==> src/hw/rtl/gcd_pkg.sv <==
// ----------------------------------------------------------------------------
// Great-circle distance shared definitions
// Widths, fixed-point constants, arctangent table and Q1.30 helpers.
// ----------------------------------------------------------------------------
package gcd_pkg;

    localparam int CORDIC_STEPS    = 24;
    localparam int ANGLE_FRAC_BITS = 22;

    localparam int LAT_W  = 30;
    localparam int LON_W  = 31;
    localparam int RAD_W  = 23;
    localparam int DIST_W = 29;

    localparam int BAM_W  = 32;        // binary angle, full turn = 2^32
    localparam int DIFF_W = 32;        // signed angle before scaling
    localparam int CW     = 34;        // CORDIC datapath
    localparam int Q_W    = 32;        // signed Q1.30
    localparam int A_W    = 31;        // unsigned 0 .. 1.0 in Q1.30
    localparam int ROOT_W = 64;
    localparam int ROOT_STEPS = 32;
    localparam int U_W    = RAD_W + 32;

    // degrees to binary angle: divide by 45 after a power-of-two pre-scale
    localparam int PRE_W    = 32 - ANGLE_FRAC_BITS;
    localparam int SH_FULL  = PRE_W - 3;
    localparam int SH_HALF  = PRE_W - 4;
    localparam int RND      = 22;
    localparam int DIVISOR  = 45;
    localparam int K_SHIFT  = 37;
    localparam int K_W      = 64 - K_SHIFT;
    localparam logic [31:0] K_RCP = 32'((64'd1 << K_SHIFT) / DIVISOR);
    localparam int R_W      = 7;
    localparam int TW       = SH_FULL + 6;
    localparam int T_SHIFT  = TW + 6;
    localparam logic [31:0] T_RCP =
        32'(((64'd1 << T_SHIFT) + DIVISOR - 1) / DIVISOR);

    localparam logic [RAD_W-1:0] RADIUS_RESET = 23'd6378137;
    localparam logic [31:0]      PI_Q30       = 32'd3373259426;

    typedef logic signed [CW-1:0]  t_cordic;
    typedef logic signed [Q_W-1:0] t_q30;
    typedef logic [BAM_W-1:0]      t_bam;
    typedef logic [A_W-1:0]        t_unit;
    typedef logic [ROOT_W-1:0]     t_root;

    typedef struct packed {
        logic en;
        logic vld;
    } t_ctl;

    localparam t_cordic ONE_Q30  = t_cordic'(64'd1073741824);
    localparam t_cordic HALF_TURN = t_cordic'(64'd2147483648);
    localparam t_cordic GAIN_Q30 = t_cordic'(64'd652032874);

    function automatic t_cordic atan_bam(input int idx);
        logic [31:0] v;
        case (idx)
            0: v = 536870912;   1: v = 316933406;   2: v = 167458907;
            3: v = 85004756;    4: v = 42667331;    5: v = 21354465;
            6: v = 10679838;    7: v = 5340245;     8: v = 2670163;
            9: v = 1335087;     10: v = 667544;     11: v = 333772;
            12: v = 166886;     13: v = 83443;      14: v = 41722;
            15: v = 20861;      16: v = 10430;      17: v = 5215;
            18: v = 2608;       19: v = 1304;       20: v = 652;
            21: v = 326;        22: v = 163;        23: v = 81;
            24: v = 41;         25: v = 20;         26: v = 10;
            27: v = 5;          28: v = 3;          29: v = 1;
            30: v = 1;
            default: v = 0;
        endcase
        return t_cordic'({1'b0, v});
    endfunction

    function automatic t_q30 clamp_q30(input t_cordic v);
        t_cordic r;
        if (v > ONE_Q30) begin
            r = ONE_Q30;
        end else if (v < -ONE_Q30) begin
            r = -ONE_Q30;
        end else begin
            r = v;
        end
        return t_q30'(r);
    endfunction

    function automatic t_q30 mul_q30(input t_q30 a, input t_q30 b);
        logic signed [2*Q_W-1:0] p;
        p = (2*Q_W)'(a) * (2*Q_W)'(b) + (64'sd1 <<< 29);
        return t_q30'(p >>> 30);
    endfunction

endpackage

==> src/hw/rtl/gcd_root.sv <==
// ----------------------------------------------------------------------------
// Pipelined square root
// floor(sqrt(x * 2^30)) by digit-by-digit restoring steps, one per stage.
// ----------------------------------------------------------------------------
module gcd_root (
    input  logic           i_clk,
    input  logic           i_rst_n,
    input  gcd_pkg::t_ctl  i_ctl,
    input  gcd_pkg::t_unit i_value,
    output logic           o_vld,
    output gcd_pkg::t_unit o_root
);
    import gcd_pkg::*;

    logic [ROOT_STEPS:0] r_vld;
    t_root               r_n   [ROOT_STEPS+1];
    t_root               r_res [ROOT_STEPS+1];

    always_ff @(posedge i_clk) begin
        if (!i_rst_n) begin
            r_vld <= '0;
        end else if (i_ctl.en) begin
            r_vld <= {r_vld[ROOT_STEPS-1:0], i_ctl.vld};
        end
    end

    always_ff @(posedge i_clk) begin
        if (i_ctl.en) begin
            r_n[0]   <= t_root'(i_value) << 30;
            r_res[0] <= '0;
        end
    end

    for (genvar g = 0; g < ROOT_STEPS; g++) begin : g_step
        localparam t_root STEP_BIT = t_root'(1) << (2*ROOT_STEPS - 2 - 2*g);
        always_ff @(posedge i_clk) begin
            if (i_ctl.en) begin
                if (r_n[g] >= r_res[g] + STEP_BIT) begin
                    r_n[g+1]   <= r_n[g] - (r_res[g] + STEP_BIT);
                    r_res[g+1] <= (r_res[g] >> 1) + STEP_BIT;
                end else begin
                    r_n[g+1]   <= r_n[g];
                    r_res[g+1] <= r_res[g] >> 1;
                end
            end
        end
    end

    assign o_vld  = r_vld[ROOT_STEPS];
    assign o_root = r_res[ROOT_STEPS][A_W-1:0];

endmodule

==> config.mk <==
export PLATFORM = sky130hd
export DESIGN_NAME = gcd_root
export DESIGN_NICKNAME = d
export VERILOG_FILES = /design/src/hw/rtl/gcd_pkg.sv /design/src/hw/rtl/gcd_root.sv
export SDC_FILE = /design/constraint.sdc
export NUM_CORES = 2
export LEC_CHECK = 0
export BUFFER_PORTS_ARGS = -buffer_cell sky130_fd_sc_hd__buf_2
export CORE_MARGIN = 2
export CORE_UTILIZATION = 30
export CTS_CLUSTER_DIAMETER = 60
export DETAILED_ROUTE_END_ITERATION = 7
export PLACE_DENSITY_LB_ADDON = 0.2
export SYNTH_ARGS = -nofsm -noshare
export SYNTH_HDL_FRONTEND = slang
export SYNTH_MEMORY_MAX_BITS = 65536
export SYNTH_SLANG_ARGS = --single-unit
==> constraint.sdc <==
create_clock -name i_clk -period 6.1 [get_ports i_clk]
set_input_delay 0.61 -clock i_clk [delete_from_list [all_inputs] [get_ports i_clk]]
set_output_delay 0.61 -clock i_clk [all_outputs]
set_load 0.05 [all_outputs]
======== After elaboration in Yosys (flattened, before gate mapping) ========
Memories as Yosys holds them, arrays and structs flattened.
Cells that the tools add are included.
cells by class
  $add $sub $neg .......................... 96
  magnitude comparators ................... 32
  multiplexer cells ....................... 258
  bitwise operators ....................... 64
operator list
  operator                  number
  $mux W64                  64
  $ge A64 B64 Y1            32
  $sub A64 B64 Y64          32
  $mux W1                   194
  $add A63 B1 Y64 const B   1
  $add A63 B11 Y64 const B  1
  $add A63 B13 Y64 const B  1
  $add A63 B15 Y64 const B  1
  $add A63 B17 Y64 const B  1
  $add A63 B19 Y64 const B  1
  $add A63 B21 Y64 const B  1
  $add A63 B23 Y64 const B  1
  $add A63 B25 Y64 const B  1
  $add A63 B27 Y64 const B  1
  $add A63 B29 Y64 const B  1
  $add A63 B3 Y64 const B   1
  $add A63 B31 Y64 const B  1
  $add A63 B33 Y64 const B  1
  $add A63 B35 Y64 const B  1
  $add A63 B37 Y64 const B  1
  $add A63 B39 Y64 const B  1
  $add A63 B41 Y64 const B  1
  $add A63 B43 Y64 const B  1
  $add A63 B45 Y64 const B  1
  other kinds (45)          108
storage, ports and cells
  bits in writable memories ............... 4,224
  memories ................................ 2
  register bits ........................... 33
memories
  name   depth  width  rd ports  clocked after memory_dff  write ports  line            RTL
  r_n    33     64     32        0                         33           gcd_root.sv:16  t_root r_n [ROOT_STEPS+1];
  r_res  33     64     33        0                         33           gcd_root.sv:17  t_root r_res [ROOT_STEPS+1];

======== Logic depth before layout (Yosys ltp) ========
  word-level depth ........................ 6
  gate-level depth with buffers ........... 15
  depth with buffers taken out ............ 14

======== Worst setup path before layout ========
Ideal clock, no wire load.
  path type ............................... input to register
  from .................................... input port i_ctl[1] (netlist bit)
  to ...................................... memory r_n[31][10] (netlist bit) (enable)
  library setup time ...................... 0.483 ns
  arrival time ............................ 3.945 ns
  stages .................................. 4
  path buffers ............................ 4
  slack ................................... 1.672 ns
  cells stage by stage .................... clkbuf_1 > clkbuf_1 > clkbuf_1 > clkbuf_1
RTL lines
  element          line            RTL
  start, declared  gcd_root.sv:8   input gcd_pkg::t_ctl i_ctl,
  end, declared    gcd_root.sv:16

==> summary.txt <==
STA
  – Final setup vio count: 0
  – Fin crit period: between 5000 and 6000 ps
  – Crit share post-route: around nine tenths
  – Clock skew: 110 ps
  – Fmax: between 150 and 200 MHz
  – Setup TNS: 0 ps
  – Final WS setup: a little under 600 ps
  – RSZ-0062 raised after global routing: false
  – Worst slack on hold paths: around 120 ps
  – Max_slew headroom: a little under a fifth
  – Worst slew pin tran: 1200 ps
  – Pins Over Slew Limit: 0
  – Final hold violations: 0

Layout
  – Layout area overhead: 13.6%
  – Cell Count, Final, Fillers Out: approximately 13,000
  – Layout Utilization: between 30% and 40%
  – Fillers: about 32,000
  – Final Instance Area: roughly 0.11 sq mm
  – Final Net Count: 9,154
  – Share of layout cells above drive strength 1: between 6 and 7%

Clock tree
  – H-tree Lvls: 4
  – Hold-fix buffers, CTS: 32
  – Sink Count: about 1,800
  – Cts bufs inserted: about 230
  – # Post-CTS Setup Buffers: 0
  – Cts repair resizes: 0
  – CTS max path bufs: 4
  – TritonCTS clock tree: yes
  – CTS Root Cell: clkbuf_16
  – Clk_lat worst skew: ~890 ps
  – Clk slew on worst S/H paths: 60 ps

Worst setup path
  – Worst Path Required: between 6000 and 7000 ps
  – Reg-to-reg critical path startpoint: r_n[25][14]$_SDFFCE_PP0P_
  – Worst r2r dst: r_n[26][43]$_DFFE_PP_
  – Worst-path maximum fanout: 32
  – Data arrival time of the worst path: roughly 6000 ps
  – CP startpoint kind: register
  – Path type of the worst setup path: register to register
  – R2R depth: 14
  – Critical Path End Type: register
  – FF-to-FF setup slack: 590 ps

Synth
  – Cell variety after synth: 95
  – EDFF count, synth: roughly 1,800
  – Synth Instances: 8,390
  – Post-synthesis sequential area ratio: a little under three fifths
  – Area leader, netlist: edfxtp_1
  – Warnings, synthesis: 0
  – Mean Syn Cell Area: approximately 11 sq um
  – Synthesized cell area: 0.0963 sq mm
  – Synth Flop Type: edfxtp_1
  – Synth top area share: a little under three fifths
  – Ys async rst share: 0%
  – Syn_nets: about 9,000
  – Ranking of synthesized cells by area: edfxtp_1 56%, ha_1 6.8%, xor2_1 4.1%
  – Synthesized flop and latch total: around 1,800

Pwr
  – P_sw: between 10 and 15 mW
  – Sw frac: around 30%
  – P_int: around 28 mW
  – Sequential power share: between 40 and 50%
  – Power Dens Cells: ~360 mW/mm^2
  – Clk network pwr share: about 33%
  – Leakage: between 40 and 50 nW
  – Combinational Power Share: 22.4%
  – Power Total: roughly 40 mW
  – Worst VDD drop: around 0.26 mV

Outcome
  – Status: finished, final reports clean

GRT
  – Gr usage total: roughly 14%
  – Global route overflow: 0
  – First-pass GRT wire length: between 300 and 400 mm
  – Vias in the first global route: 63,231
  – Antenna violations before repair: 6
  – Largest net degree at the start of global routing: approximately 170

Place
  – Port Buf Inserts: 66
  – Placed wire-length estimate: ~180 mm
  – Placed cells: around 13,000
  – Final Wtd Congestion: between 0.8 and 0.9
  – Post-Place Worst Slack: ~650 ps
  – DP Area: roughly 0.10 sq mm

Drt
  – Final WL: 241 mm
  – Wire per inst: about 19 um
  – Detailed Routing Iterations Pass 1: 6
  – Drt drc: 0
  – 1st-iter DRT viols: around 4,300
  – Routed Antenna Nets: 0
  – Vias post-DR: 63,539
  – DR vias/cell: 4.90

Floorplan
  – Core Area: 0.320 sq mm
  – Starting Density: between 30% and 40%
  – I/O pin count: 67
  – Die Wd: 570 um
  – Die Span Y: between 500 and 600 um
  – Die footprint: ~0.33 sq mm
  – # rows: approximately 210

Worst hold path
  – Hold Crit Depth: 1
  – Min-delay worst type: primary input to register
  – Hold EP: r_res[17][35]$_DFFE_PP_
  – Hold_sp: i_ctl[1]

Flow run
  – Max-Cap Viols: 0
[cell type report]
cell class | instances | area [sq um] | share of cell area (%)
clock inverters | 147 | 1460 | 1.33
inverters | 682 | 2560 | 2.34
well taps | 4200 | 5260 | 4.81
multi-input cells | 5680 | 38200 | 34.9
flip-flops and latches | 1839 | 54900 | 50.2
repair buffers | 151 | 1140 | 1.04
diodes | 1 | 2.50 | 0.00229
clock buffers | 265 | 5840 | 5.34
[synth_stat cells (9+ instances only)]
| library cell | n |
|---|---|
| and3_1 | 45 |
| and2_1 | 43 |
| a211oi_1 | 46 |
| nor3_1 | 237 |
| inv_1 | 680 |
| nor3b_1 | 13 |
| mux2i_1 | 42 |
| nor4b_1 | 26 |
| a21o_1 | 188 |
| o21ai_0 | 586 |
| and4_1 | 13 |
| nor2_1 | 491 |
| a211o_1 | 18 |
| o2111ai_1 | 14 |
| ha_1 | 525 |
| nand4b_1 | 11 |
| o21a_1 | 79 |
| o31ai_1 | 42 |
| a31oi_1 | 45 |
| or3_1 | 111 |
| or4_1 | 67 |
| mux2_2 | 33 |
| edfxtp_1 | 1806 |
| nand4_1 | 90 |
| xor2_1 | 453 |
| dfxtp_1 | 33 |
| nand3_1 | 113 |
| or2_2 | 48 |
| a41oi_1 | 14 |
| nand2_1 | 765 |
| o211ai_1 | 34 |
| nand2b_1 | 98 |
| xnor2_1 | 380 |
| nor4_1 | 175 |
| a21boi_0 | 19 |
| a221o_1 | 9 |
| o21bai_1 | 61 |
| nand3b_1 | 30 |
| nor2b_1 | 104 |
| a21oi_1 | 442 |
| clkbuf_1 | 175 |
| a31o_2 | 12 |
| fa_1 | 15 |
| or4b_2 | 9 |
[layer usage]
metal / up-vias / track usage (%) / wire length [um]
met1: 30726 / 18.8 / 108000
met5: - / 0 / 0
met2: 1251 / 24.9 / 116000
li1: 31147 / - / -
met3: 415 / 1.79 / 9290
met4: 0 / 4.42 / 7240
[critical path, stage by stage (launching register included)]
cell,delay (ps)
edfxtp_1,450
ha_1,280
fa_1,440
a211oi_1,420
o211ai_1,160
and2_1,230
a21o_1,250
a2111oi_0,910
nand3b_1,270
o21a_1,140
buf_4,330
inv_1,480
nand2_1,540
nor3_1,130
xor2_1,180
[power by group through the flow]
| stage | combinational, mW | sequential [mW] | clock, mW |
|---|---|---|---|
| 2_1_floorplan | 6.72 | 17.3 | 0 |
| 3_3_place_gp | 8.76 | 18.0 | 0 |
| 3_5_place_dp | 8.84 | 18.0 | 0 |
| 4_1_cts | 8.92 | 17.8 | 13.6 |
| 5_1_grt | 9.95 | 18.0 | 14.1 |
| 6_report | 8.90 | 17.8 | 13.1 |
[kinds of logic (layout without fill, tap and decap cells)]
family | count (synthesis) | in the layout | share of synthesized area [%]
adder cells (fa/ha/maj) | 540 | 540 | 7.13
AND/OR/NAND/NOR | 2516 | 2516 | 13.1
flip-flops | 1839 | 1839 | 57.0
XOR/XNOR | 833 | 833 | 7.58
other | 0 | 1 | 0
AO/OA/AOI/OAI | 1716 | 1716 | 11.0
multiplexers | 75 | 75 | 0.823
buffers and inverters | 871 | 1245 | 3.41
[state kept, by name (all words and copies together), names as in the netlist]
register,cells
r_n,1280
r_res,526
r_vld,33
[worst max path at each step]
stage | depth (start not counted) | to | slack, ps | startpoint
after floorplan | 4 | r_n[31][10]$_DFFE_PP_ | 1670 | i_ctl[1]
after global placement | 14 | r_n[26][55]$_DFFE_PP_ | 630 | r_n[25][14]$_SDFFCE_PP0P_
after detailed placement | 14 | r_n[26][43]$_DFFE_PP_ | 650 | r_n[25][14]$_SDFFCE_PP0P_
after CTS | 14 | r_n[26][43]$_DFFE_PP_ | 620 | r_n[25][14]$_SDFFCE_PP0P_
after global routing | 14 | r_n[26][41]$_DFFE_PP_ | 280 | r_n[25][14]$_SDFFCE_PP0P_
final | 14 | r_n[26][43]$_DFFE_PP_ | 590 | r_n[25][14]$_SDFFCE_PP0P_
[layout by cell type (no fill, tap or decap), drive strengths merged, types with 69 or more instances in the layout]
| cell | Yosys | final |
|---|---|---|
| a21o | 188 | 188 |
| a21oi | 442 | 442 |
| buf | 14 | 119 |
| clkbuf | 175 | 265 |
| clkinv | 1 | 86 |
| edfxtp | 1806 | 1806 |
| ha | 525 | 525 |
| inv | 681 | 699 |
| nand2 | 767 | 767 |
| nand2b | 98 | 98 |
| nand3 | 113 | 113 |
| nand4 | 90 | 90 |
| nor2 | 491 | 491 |
| nor2b | 104 | 104 |
| nor3 | 237 | 237 |
| nor4 | 178 | 178 |
| o21a | 79 | 79 |
| o21ai | 586 | 586 |
| or3 | 112 | 112 |
| or4 | 69 | 69 |
| xnor2 | 380 | 380 |
| xor2 | 453 | 453 |
Power figures use the tool's default switching activity.
