[config.mk]
export PLATFORM = sky130hd
export DESIGN_NAME = gcd_bam
export DESIGN_NICKNAME = d
export VERILOG_FILES = /design/src/hw/rtl/gcd_pkg.sv /design/src/hw/rtl/gcd_bam.sv
export SDC_FILE = /design/constraint.sdc
export NUM_CORES = 1
export LEC_CHECK = 0
export ABC_AREA = 1
export ABC_CLOCK_PERIOD_IN_PS = 7400
export BUFFER_PORTS_ARGS = -buffer_cell sky130_fd_sc_hd__buf_2
export CAP_MARGIN = 20
export CELL_PAD_IN_SITES_DETAIL_PLACEMENT = 1
export CELL_PAD_IN_SITES_GLOBAL_PLACEMENT = 2
export CORE_ASPECT_RATIO = 1.1
export CORE_MARGIN = 3
export CORE_UTILIZATION = 42
export CTS_CLUSTER_DIAMETER = 30
export DETAILED_ROUTE_END_ITERATION = 12
export GPL_TIMING_DRIVEN = 0
export PLACE_DENSITY = 0.81
export SLEW_MARGIN = 20
export SYNTH_ARGS = -nofsm -noshare
export SYNTH_HDL_FRONTEND = slang
export SYNTH_SLANG_ARGS = --single-unit
[constraint.sdc]
create_clock -name i_clk -period 7.4 [get_ports i_clk]
set_input_delay 0.74 -clock i_clk [delete_from_list [all_inputs] [get_ports i_clk]]
set_output_delay 0.74 -clock i_clk [all_outputs]
set_load 0.03 [all_outputs]
[src/hw/rtl/gcd_pkg.sv]
// ----------------------------------------------------------------------------
// Great-circle distance shared definitions
// Widths, fixed-point constants, arctangent table and Q1.30 helpers.
// ----------------------------------------------------------------------------
package gcd_pkg;

    localparam int CORDIC_STEPS    = 24;
    localparam int ANGLE_FRAC_BITS = 22;

    localparam int LAT_W  = 30;
    localparam int LON_W  = 31;
    localparam int RAD_W  = 23;
    localparam int DIST_W = 29;

    localparam int BAM_W  = 32;        // binary angle, full turn = 2^32
    localparam int DIFF_W = 32;        // signed angle before scaling
    localparam int CW     = 34;        // CORDIC datapath
    localparam int Q_W    = 32;        // signed Q1.30
    localparam int A_W    = 31;        // unsigned 0 .. 1.0 in Q1.30
    localparam int ROOT_W = 64;
    localparam int ROOT_STEPS = 32;
    localparam int U_W    = RAD_W + 32;

    // degrees to binary angle: divide by 45 after a power-of-two pre-scale
    localparam int PRE_W    = 32 - ANGLE_FRAC_BITS;
    localparam int SH_FULL  = PRE_W - 3;
    localparam int SH_HALF  = PRE_W - 4;
    localparam int RND      = 22;
    localparam int DIVISOR  = 45;
    localparam int K_SHIFT  = 37;
    localparam int K_W      = 64 - K_SHIFT;
    localparam logic [31:0] K_RCP = 32'((64'd1 << K_SHIFT) / DIVISOR);
    localparam int R_W      = 7;
    localparam int TW       = SH_FULL + 6;
    localparam int T_SHIFT  = TW + 6;
    localparam logic [31:0] T_RCP =
        32'(((64'd1 << T_SHIFT) + DIVISOR - 1) / DIVISOR);

    localparam logic [RAD_W-1:0] RADIUS_RESET = 23'd6378137;
    localparam logic [31:0]      PI_Q30       = 32'd3373259426;

    typedef logic signed [CW-1:0]  t_cordic;
    typedef logic signed [Q_W-1:0] t_q30;
    typedef logic [BAM_W-1:0]      t_bam;
    typedef logic [A_W-1:0]        t_unit;
    typedef logic [ROOT_W-1:0]     t_root;

    typedef struct packed {
        logic en;
        logic vld;
    } t_ctl;

    localparam t_cordic ONE_Q30  = t_cordic'(64'd1073741824);
    localparam t_cordic HALF_TURN = t_cordic'(64'd2147483648);
    localparam t_cordic GAIN_Q30 = t_cordic'(64'd652032874);

    function automatic t_cordic atan_bam(input int idx);
        logic [31:0] v;
        case (idx)
            0: v = 536870912;   1: v = 316933406;   2: v = 167458907;
            3: v = 85004756;    4: v = 42667331;    5: v = 21354465;
            6: v = 10679838;    7: v = 5340245;     8: v = 2670163;
            9: v = 1335087;     10: v = 667544;     11: v = 333772;
            12: v = 166886;     13: v = 83443;      14: v = 41722;
            15: v = 20861;      16: v = 10430;      17: v = 5215;
            18: v = 2608;       19: v = 1304;       20: v = 652;
            21: v = 326;        22: v = 163;        23: v = 81;
            24: v = 41;         25: v = 20;         26: v = 10;
            27: v = 5;          28: v = 3;          29: v = 1;
            30: v = 1;
            default: v = 0;
        endcase
        return t_cordic'({1'b0, v});
    endfunction

    function automatic t_q30 clamp_q30(input t_cordic v);
        t_cordic r;
        if (v > ONE_Q30) begin
            r = ONE_Q30;
        end else if (v < -ONE_Q30) begin
            r = -ONE_Q30;
        end else begin
            r = v;
        end
        return t_q30'(r);
    endfunction

    function automatic t_q30 mul_q30(input t_q30 a, input t_q30 b);
        logic signed [2*Q_W-1:0] p;
        p = (2*Q_W)'(a) * (2*Q_W)'(b) + (64'sd1 <<< 29);
        return t_q30'(p >>> 30);
    endfunction

endpackage

[src/hw/rtl/gcd_bam.sv]
// ----------------------------------------------------------------------------
// Degrees to binary angle
// Rounds a signed angle in fixed-point degrees to a 32-bit binary angle,
// with a constant reciprocal divide by 45 over five stages.
// ----------------------------------------------------------------------------
module gcd_bam (
    input  logic                 i_clk,
    input  logic                 i_rst_n,
    input  gcd_pkg::t_ctl        i_ctl,
    input  logic                 i_half,
    input  logic signed [31:0]   i_value,
    output logic                 o_vld,
    output gcd_pkg::t_bam        o_bam
);
    import gcd_pkg::*;

    logic [4:0]        r_vld;
    logic [3:0]        r_neg;
    logic [31:0]       r_mag1, r_mag2;
    logic [63:0]       r_prod;
    logic [K_W-1:0]    r_k3, r_k4;
    logic [R_W-1:0]    r_r3;
    logic [TW-1:0]     r_w4;
    t_bam              r_q;
    logic [K_W-1:0]    n_k;
    logic [R_W-1:0]    n_r;
    logic [63:0]       n_t;
    t_bam              n_q;

    function automatic logic [31:0] r_k3_mul(input logic [K_W-1:0] k);
        return 32'(k) * 32'(DIVISOR);
    endfunction

    always_ff @(posedge i_clk) begin
        if (!i_rst_n) begin
            r_vld <= '0;
        end else if (i_ctl.en) begin
            r_vld <= {r_vld[3:0], i_ctl.vld};
        end
    end

    always_comb begin
        n_k = r_prod[63:K_SHIFT];
        n_r = R_W'(r_mag2 - 32'(r_k3_mul(n_k)));
        n_t = (64'(r_w4) * 64'(T_RCP)) >> T_SHIFT;
        n_q = (t_bam'(r_k4) << (i_half ? SH_HALF : SH_FULL)) + t_bam'(n_t);
    end

    always_ff @(posedge i_clk) begin
        if (i_ctl.en) begin
            r_neg  <= {r_neg[2:0], i_value[31]};
            r_mag1 <= i_value[31] ? 32'(-i_value) : 32'(i_value);
            r_prod <= 64'(r_mag1) * 64'(K_RCP);
            r_mag2 <= r_mag1;
            r_k3   <= n_k;
            r_r3   <= n_r;
            // reciprocal may fall one short: fix once
            if (r_r3 >= R_W'(DIVISOR)) begin
                r_k4 <= r_k3 + 1'b1;
                r_w4 <= (TW'(r_r3 - R_W'(DIVISOR)) << (i_half ? SH_HALF : SH_FULL))
                        + TW'(RND);
            end else begin
                r_k4 <= r_k3;
                r_w4 <= (TW'(r_r3) << (i_half ? SH_HALF : SH_FULL)) + TW'(RND);
            end
            r_q    <= r_neg[3] ? -n_q : n_q;
        end
    end

    assign o_vld = r_vld[4];
    assign o_bam = r_q;

endmodule

Word-level counts from Yosys, hierarchy flattened --
Cells that the tools add are included.
Word-level totals: register bits 217, bits in latches 0, RAM bits 0, ROM bits 0, bits of input ports 37, output and inout port bits 33, word-level logic and storage cells 31, memories 0
Cells by class: add/subtract/negate cells 8, multipliers 3, divide/modulo/power cells 0, $lt $le $gt $ge 1, equal/unequal tests 0, shifts and indexed selects 3, mux-type cells 5, bitwise operators 0, reduce and logical (&&, ||, !) cells 0
Operators by type and width (count):
- negator 32 bit | 2
- multiplier 32 x 31 -> 63 bit (second input constant) | 1
- adder 32 x 8 -> 32 bit | 1
- two-way mux 32 bit | 1
- left shift 13 x 32 -> 13 bit | 1
- left shift 27 x 32 -> 32 bit | 1
- two-way mux 31 bit | 1
- adder 27 x 1 -> 27 bit (second input constant) | 1
- multiplier 13 x 14 -> 27 bit (second input constant) | 1
- multiplier 27 x 6 -> 7 bit (second input constant) | 1
- two-way mux 27 bit | 1
- adder 13 x 5 -> 13 bit (second input constant) | 2
- two-way mux 13 bit | 1
- left shift 7 x 3 -> 13 bit | 1
- subtractor 7 x 6 -> 8 bit (second input constant) | 1
- >= comparator 7 x 6 -> 1 bit (second input constant) | 1
- subtractor 7 bit | 1
- two-way mux 1 bit | 1

Longest topological paths before layout --
Gate-level depths: netlist of the first run.
depth in word-level cells 5, depth in mapped cells 38, mapped depth without buffers 38

Worst setup path before layout of the first run --
No wires, ideal clock.
path kind reg2reg, from reg r_mag1[7], to reg r_prod[52] (data pin), setup time 0.265 ns, arrival time 6.083 ns, required time 7.135 ns, slack 1.052 ns, stages on the path, launching flop included 23, path buffers 0, clock period less this slack 6.348 ns, cell sequence edfxtp_1 -> ha_1 -> inv_1 -> fa_1 -> fa_1 -> fa_1 -> fa_1 -> fa_1 -> inv_1 -> fa_1 -> inv_1 -> fa_1 -> inv_1 -> ha_1 -> a21oi_1 -> inv_1 -> o21ai_0 -> nand2_1 -> nand2_1 -> o311ai_0 -> a21oi_1 -> o21ai_0 -> xor2_1
On the way: longest elaborated chain between the ends 1
RTL lines:
- start: declaration | line gcd_bam.sv:19 | logic [31:0] r_mag1, r_mag2;
- start signal: assignment | line gcd_bam.sv:52 | r_mag1 <= i_value[31] ? 32'(-i_value) : 32'(i_value);
- multiplier 32 x 31 -> 63 bit | line gcd_bam.sv:53 | r_prod <= 64'(r_mag1) * 64'(K_RCP);
- end signal: assignment | line gcd_bam.sv:53
- end: declaration | line gcd_bam.sv:20 | logic [63:0] r_prod;
No other way between the ends. A chain may end at the register's enable or synchronous reset.

Worst setup path in the final report of the first run --
from reg r_mag1[13], to reg r_prod[52] (data pin)
Same word-level chain as after synthesis.

==> results.sh, run 1 <==
export IMPL_cts_root_buf="clkbuf_16"
export IMPL_finalClockSkew_ns=0.0284
export IMPL_hpwl_um=74000
export IMPL_diodes=0
export IMPL_cpMostUsedCell="fa_1"
export IMPL_io_buffers=69
export IMPL_die_width_um=252
export IMPL_path_class="reg -> reg"
export IMPL_grt_pass1_wl_um=131000
export IMPL_r2r_slack_ns=0.26
export IMPL_yosysUniqueCellTypes=53
export IMPL_synth_edf_count=167
export IMPL_antenna_found_initial=0
export IMPL_wirelength_um=83400
export IMPL_cp_required_ns=7.66
export IMPL_htree_levels=4
export IMPL_track_usage_pct=24.7
export IMPL_cts_clk_slew_worst_paths_ns=0.09
export IMPL_synth_top_cell_by_area="fa_1"
export IMPL_drc_errors=0
export IMPL_cp_num_buf_inv=4
export IMPL_ant_nets=0
export IMPL_rows=98
export IMPL_crit_end="r_prod[52]"
export IMPL_initial_utilization_pct=42.7
export IMPL_grt_max_degree=92
export IMPL_finalHoldViolCount=0
export IMPL_fmax_ghz=0.140
export IMPL_hold_class="reg -> reg"
export IMPL_critPathLaunchType="register"
export IMPL_drt_iter0_markers=748
export IMPL_rsz0062_at_grt="no"
export IMPL_clock_latency_ns=0.52
export IMPL_yosysSeqAreaShare_pct=18.3
export IMPL_max_slew_margin_pct=29.1
export IMPL_end_kind="register"
export IMPL_cts_sinks=172
export IMPL_dr_total_vias=20800
export IMPL_synth_area_leaders="fa_1, ha_1, edfxtp_1, inv_1, nand2_1"
export IMPL_vias_per_cell=5.06
export IMPL_nNetsFinal=4101
export IMPL_syn_instance_count=3156
export IMPL_final_setup_viol_count=0
export IMPL_fin_crit_sh_pct=96.5
export IMPL_die_area_sq_um=69500
export IMPL_drv_cap=0
export IMPL_dp_cells=4076
export IMPL_fin_hold_ws_ns=0.406
export IMPL_clock_path_buffers=2
export IMPL_cts_buffers=17
export IMPL_cpMaxStageDelayCell="fa_1"
export IMPL_postSynth_asyncResetShare_pct=0
export IMPL_ys_ff_latch=172
export IMPL_routedWlPerCell_um=20.3
export IMPL_synth_top_area_share_pct=26.8
export IMPL_critPathTopFamily="adder cells"
export IMPL_crit_fanout=5
export IMPL_final_cells=4118
export IMPL_area_delta_synth_final_pct=7.99
export IMPL_avgSynthCellArea_sq_um=8.84
export IMPL_crit_start="r_mag1[13]"
export IMPL_status="completed"
export IMPL_core_sq_um=65400
export IMPL_utilization_pct=46.1
export IMPL_yosys_most_used_dff="edfxtp_1"
export IMPL_worstReg2RegEnd="r_prod[52]"
export IMPL_r2r_start="r_mag1[13]"
export IMPL_path_depth=22
export IMPL_dr_pass1_iters=4
export IMPL_ioPinCount=70
export IMPL_dieHeight_um=276
export IMPL_synth_nets=4002
export IMPL_drive_gt1_share_pct=6.27
export IMPL_grt_pass1_vias=24000
export IMPL_slowest_delay_ns=0.61
export IMPL_finalMaxSlewViolations=0
export IMPL_gp_congestion=0.924
export IMPL_syn_area_sq_um=27900
export IMPL_ys_warnings_count=0
export IMPL_overflow=0
export IMPL_worst_pin_slew_ns=1.05
export IMPL_crit_chain="ha_2 -> fa_1 -> inv_1 -> fa_1 -> inv_1 -> ha_1 -> fa_1 -> fa_1 -> fa_1 -> inv_1 -> fa_1 -> inv_1 -> ha_1 -> nand2_1 -> a21oi_1 -> nor2_1 -> o21ai_0 -> a21oi_1 -> o21ai_0 -> a21oi_2 -> o21ai_0 -> xor2_1"
export IMPL_rr_worst_depth=22
export IMPL_cts_tree="yes"
export IMPL_arrival_ns=7.40
export IMPL_fin_crit_ns=7.14
==> registers in the layout (all words and copies together), names as in the netlist <==
name,count
o_bam,32
r_mag1,32
r_k3,26
r_k4,26
r_prod,26
r_mag2,7
r_r3,7
r_w4,7
r_vld,5
r_neg,4
==> cells in the final DEF (no fill, tap or decap), drive strengths merged, types with 2 or more instances in the layout <==
cell type  synthesis  layout
inv              814     817
nand2            515     515
ha               436     436
fa               373     373
nor2             251     251
edfxtp           167     167
a21oi            110     110
nand3            107     107
o21ai             92      92
buf                9      89
xor2              78      78
xnor2             53      53
nand4             27      27
nor3              25      25
clkbuf             8      25
a31oi             15      15
nor4              15      15
o21a              10      10
clkinv             1      10
o21bai             7       7
a21o               5       5
o211ai             5       5
dfxtp              5       5
nand3b             4       4
and3               4       4
or2                4       4
a211oi             3       3
a21boi             3       3
o31ai              2       2
clkinvlp           0       2
o2111ai            2       2
==> cell families after synthesis <==
group	count (synthesis)	share of synthesized area, %
simple gates	953	14.6
buf+inv	832	11.4
fa+ha+maj	809	46.3
compound gates	258	5.20
flops	172	18.3
xor+xnor	131	4.11
mux	1	0.0359
==> final cells by class <==
| class | count | area, sq um |
|---|---|---|
| clock buffers | 17 | 425 |
| multi-input cells | 2152 | 19700 |
| clock inverters | 15 | 185 |
| fillers | 7681 | 35200 |
| repair buffers | 80 | 458 |
| plain buffers | 17 | 106 |
| well taps | 850 | 1060 |
| inverters | 815 | 3060 |
| flip-flops and latches | 172 | 5110 |
==> synth_stat cells (all sizes together) (2+ instances only) <==
cell type  number
nand4          27
ha            436
clkbuf          8
o31ai           2
dfxtp           5
xnor2          53
a21o            5
a21oi         110
and3            4
nor4           15
nand3b          4
buf             9
nand3         107
o21bai          7
o21a           10
a21boi          3
o21ai          92
fa            373
nor3           25
or2             4
edfxtp        167
a211oi          3
xor2           78
nand2         515
a31oi          15
nor2          251
o2111ai         2
inv           814
o211ai          5
==> repair_timing <==
| action | in CTS | in global routing |
|---|---|---|
| setup buffers | 3 | 7 |
| hold buffers | 0 | 0 |
| resized for setup | 3 | 24 |
| endpoints found under the setup margin | 7 | 21 |
| pin swaps | 0 | 1 |
==> per-layer routing <==
layer	track usage, %	share of wire, %
met1	26.2	38
met2	48.9	56
met3	2.84	2.2
met4	10.1	4.3
met5	0	0
==> worst min path at each step <==
stage                     startpoint        end  cells after the start
after floorplan           r_prod[47]   r_k3[10]                      0
after global placement    r_prod[55]   r_k3[18]                      0
after global routing      r_prod[50]   r_k3[13]                      0
after detailed placement  r_prod[47]   r_k3[10]                      0
final                     r_prod[47]   r_k3[10]                      0
after CTS                 i_value[0]  r_mag1[0]                      1
==> through the flow <==
step	setup slack [ns]	setup TNS, ns	instance area [sq um]
2_1_floorplan	1.05	0	27900
3_3_place_gp	-0.123	-0.234	29300
3_5_place_dp	-0.164	-0.515	29300
4_1_cts	0.0350	0	30000
5_1_grt	0.000550	0	30100
6_report	0.260	0	30100
Power of run 1 is not shown: default switching activity piles up to over one toggle a cycle in this logic, so the estimate is an artifact.
==> inputs of run 2 (changes only) <==
--- a/config.mk
+++ b/config.mk
@@ -9,15 +9,13 @@
 export ABC_CLOCK_PERIOD_IN_PS = 7400
 export BUFFER_PORTS_ARGS = -buffer_cell sky130_fd_sc_hd__buf_2
 export CAP_MARGIN = 20
-export CELL_PAD_IN_SITES_DETAIL_PLACEMENT = 1
-export CELL_PAD_IN_SITES_GLOBAL_PLACEMENT = 2
 export CORE_ASPECT_RATIO = 1.1
 export CORE_MARGIN = 3
-export CORE_UTILIZATION = 42
+export CORE_UTILIZATION = 65
 export CTS_CLUSTER_DIAMETER = 30
 export DETAILED_ROUTE_END_ITERATION = 12
 export GPL_TIMING_DRIVEN = 0
-export PLACE_DENSITY = 0.81
+export PLACE_DENSITY = 0.79
 export SLEW_MARGIN = 20
 export SYNTH_ARGS = -nofsm -noshare
 export SYNTH_HDL_FRONTEND = slang
==> run 2 against run 1 <==
Compared with the run above:
- sequential share of layout area grew 0.29 points
- non-clock buffer count shrank 8
- routed wire length shrank 8.7%
- critical path depth shrank 3
- count of clock-buffer cells in the layout is the same
- clock skew shrank 0.016 ns
- worst setup slack lost 0.0058 ns
- global-route usage grew 10 points
- via count grew 2.8%
- largest cell class unchanged
- core utilization grew 25 points
==> results.sh, run 2 (synthesis results as in run 1) <==
export IMPL_tns_ns=0
export IMPL_cts_clk_slew_worst_paths_ns=0.08
export IMPL_crit_fanout=7
export IMPL_gp_congestion=1.00
export IMPL_critPathLaunchType="register"
export IMPL_r2r_start="r_mag1[1]"
export IMPL_nNetsFinal=4093
export IMPL_utilization_pct=70.9
export IMPL_mostFrequentLayoutCell="inv_1"
export IMPL_max_slew_margin_pct=36.0
export IMPL_track_usage_pct=34.7
export IMPL_cpMostUsedCell="fa_1"
export IMPL_fin_crit_sh_pct=96.6
export IMPL_cts_tree="yes"
export IMPL_finalHoldViolCount=0
export IMPL_ant_nets=0
export IMPL_die_area_sq_um=45400
export IMPL_slowest_delay_ns=0.70
export IMPL_cts_sinks=172
export IMPL_rr_worst_depth=19
export IMPL_hold_class="reg -> reg"
export IMPL_finalMaxSlewViolations=0
export IMPL_core_sq_um=41800
export IMPL_drv_cap=0
export IMPL_clock_latency_ns=0.47
export IMPL_grt_pass1_wl_um=120000
export IMPL_drc_errors=0
export IMPL_worst_pin_slew_ns=0.950
export IMPL_worstReg2RegEnd="r_prod[62]"
export IMPL_holdPathStages=0
export IMPL_fin_crit_ns=7.15
export IMPL_wirelength_um=76200
export IMPL_vias_per_cell=5.61
export IMPL_cts_root_buf="clkbuf_16"
export IMPL_dr_pass1_iters=6
export IMPL_status="completed"
export IMPL_min_to="r_k3[24]"
export IMPL_rows=78
export IMPL_htree_levels=4
export IMPL_final_cell_area_sq_um=29600
export IMPL_path_class="reg -> reg"
export IMPL_cp_required_ns=7.70
export IMPL_crit_chain="ha_1 -> inv_1 -> fa_1 -> fa_1 -> fa_1 -> inv_1 -> fa_1 -> fa_1 -> fa_1 -> fa_1 -> ha_1 -> a21oi_1 -> inv_1 -> a31oi_1 -> o21ai_0 -> a31oi_1 -> nand3_1 -> a21oi_1 -> xor2_1"
export IMPL_drt_iter0_markers=1385
export IMPL_cts_buffers=17
export IMPL_finalClockSkew_ns=0.0128
export IMPL_rsz0062_at_grt="no"
export IMPL_area_delta_synth_final_pct=6.20
export IMPL_initial_utilization_pct=66.8
export IMPL_layout_common_cells="inv_1, nand2_1, ha_1"
export IMPL_dieHeight_um=223
export IMPL_antenna_found_initial=0
export IMPL_arrival_ns=7.44
export IMPL_dr_total_vias=21400
export IMPL_placed_cell_area_sq_um=29000
export IMPL_hp_start="r_prod[61]"
export IMPL_clock_path_buffers=2
export IMPL_hpwl_um=66200
export IMPL_grt_max_degree=105
export IMPL_r2r_slack_ns=0.25
export IMPL_cpMaxStageDelayCell="edfxtp_1"
export IMPL_routedWlPerCell_um=19.9
export IMPL_overflow=0
export IMPL_grt_pass1_vias=23000
export IMPL_fillCellCount=3241
export IMPL_diodes=0
export IMPL_die_width_um=204
export IMPL_drive_gt1_share_pct=5.61
export IMPL_final_setup_viol_count=0
export IMPL_fmax_ghz=0.140
export IMPL_io_buffers=69
export IMPL_ioPinCount=70
export IMPL_end_kind="register"
run 2: metrics by stage:
step | setup WS (ns) | std cells | hold slack [ns]
after CTS | 0.0700 | 3818 | 0.424
after global placement | 0.00223 | 3785 | 0.401
after detailed placement | -0.0657 | 3786 | 0.405
after global routing | 0.00316 | 3820 | 0.433
after floorplan | 1.05 | 3156 | 0.400
final | 0.254 | 3820 | 0.421
run 2: cell type report:
cell class | instances | area (sq um) | area share, %
Buffer | 17 | 106 | 0.359
Multi-Input combinational cell | 2152 | 19600 | 66.3
Sequential cell | 172 | 5110 | 17.3
Clock inverter | 15 | 169 | 0.570
Clock buffer | 17 | 425 | 1.44
Inverter | 815 | 3060 | 10.3
Timing Repair Buffer | 72 | 398 | 1.34
Tap cell | 560 | 701 | 2.37
run 2: critical path, delay by kind of cell, from the launching register on:
kind | cells | cell delay (ns)
compound gates | 5 | 1.04
fa+ha+maj | 9 | 4.43
xor+xnor | 1 | 0.23
flops | 1 | 0.70
buf+inv | 3 | 0.33
simple gates | 1 | 0.22
run 2: worst max path at each step:
| stage | startpoint | slack [ns] | end | depth (start not counted) |
|---|---|---|---|---|
| floorplan | r_mag1[7] | 1.05 | r_prod[52] | 22 |
| global placement | r_mag1[6] | 0.002 | r_prod[56] | 21 |
| detailed placement | r_mag1[6] | -0.07 | r_prod[56] | 21 |
| CTS | r_mag1[6] | 0.07 | r_prod[56] | 21 |
| global route | r_w4[11] | 0.003 | o_bam[31] | 32 |
| finish | r_mag1[1] | 0.25 | r_prod[62] | 19 |
run 2: repair_timing:
| action | 4_1_cts | 5_1_grt |
|---|---|---|
| endpoints found under the setup margin | 3 | 15 |
| gates resized for setup | 2 | 7 |
| hold buffers | 0 | 0 |
| buffers inserted | 0 | 2 |
run 2: per-layer routing:
| metal | vias to the layer above | track usage (%) | share of wire, % |
|---|---|---|---|
| met5 | - | 0 | 0 |
| met4 | 0 | 24.1 | 8.5 |
| met3 | 315 | 5.98 | 5.6 |
| met2 | 782 | 62.2 | 51 |
| met1 | 10300 | 37.0 | 35 |
| li1 | 10000 | - | - |
Power of run 2 is left out for the same reason.
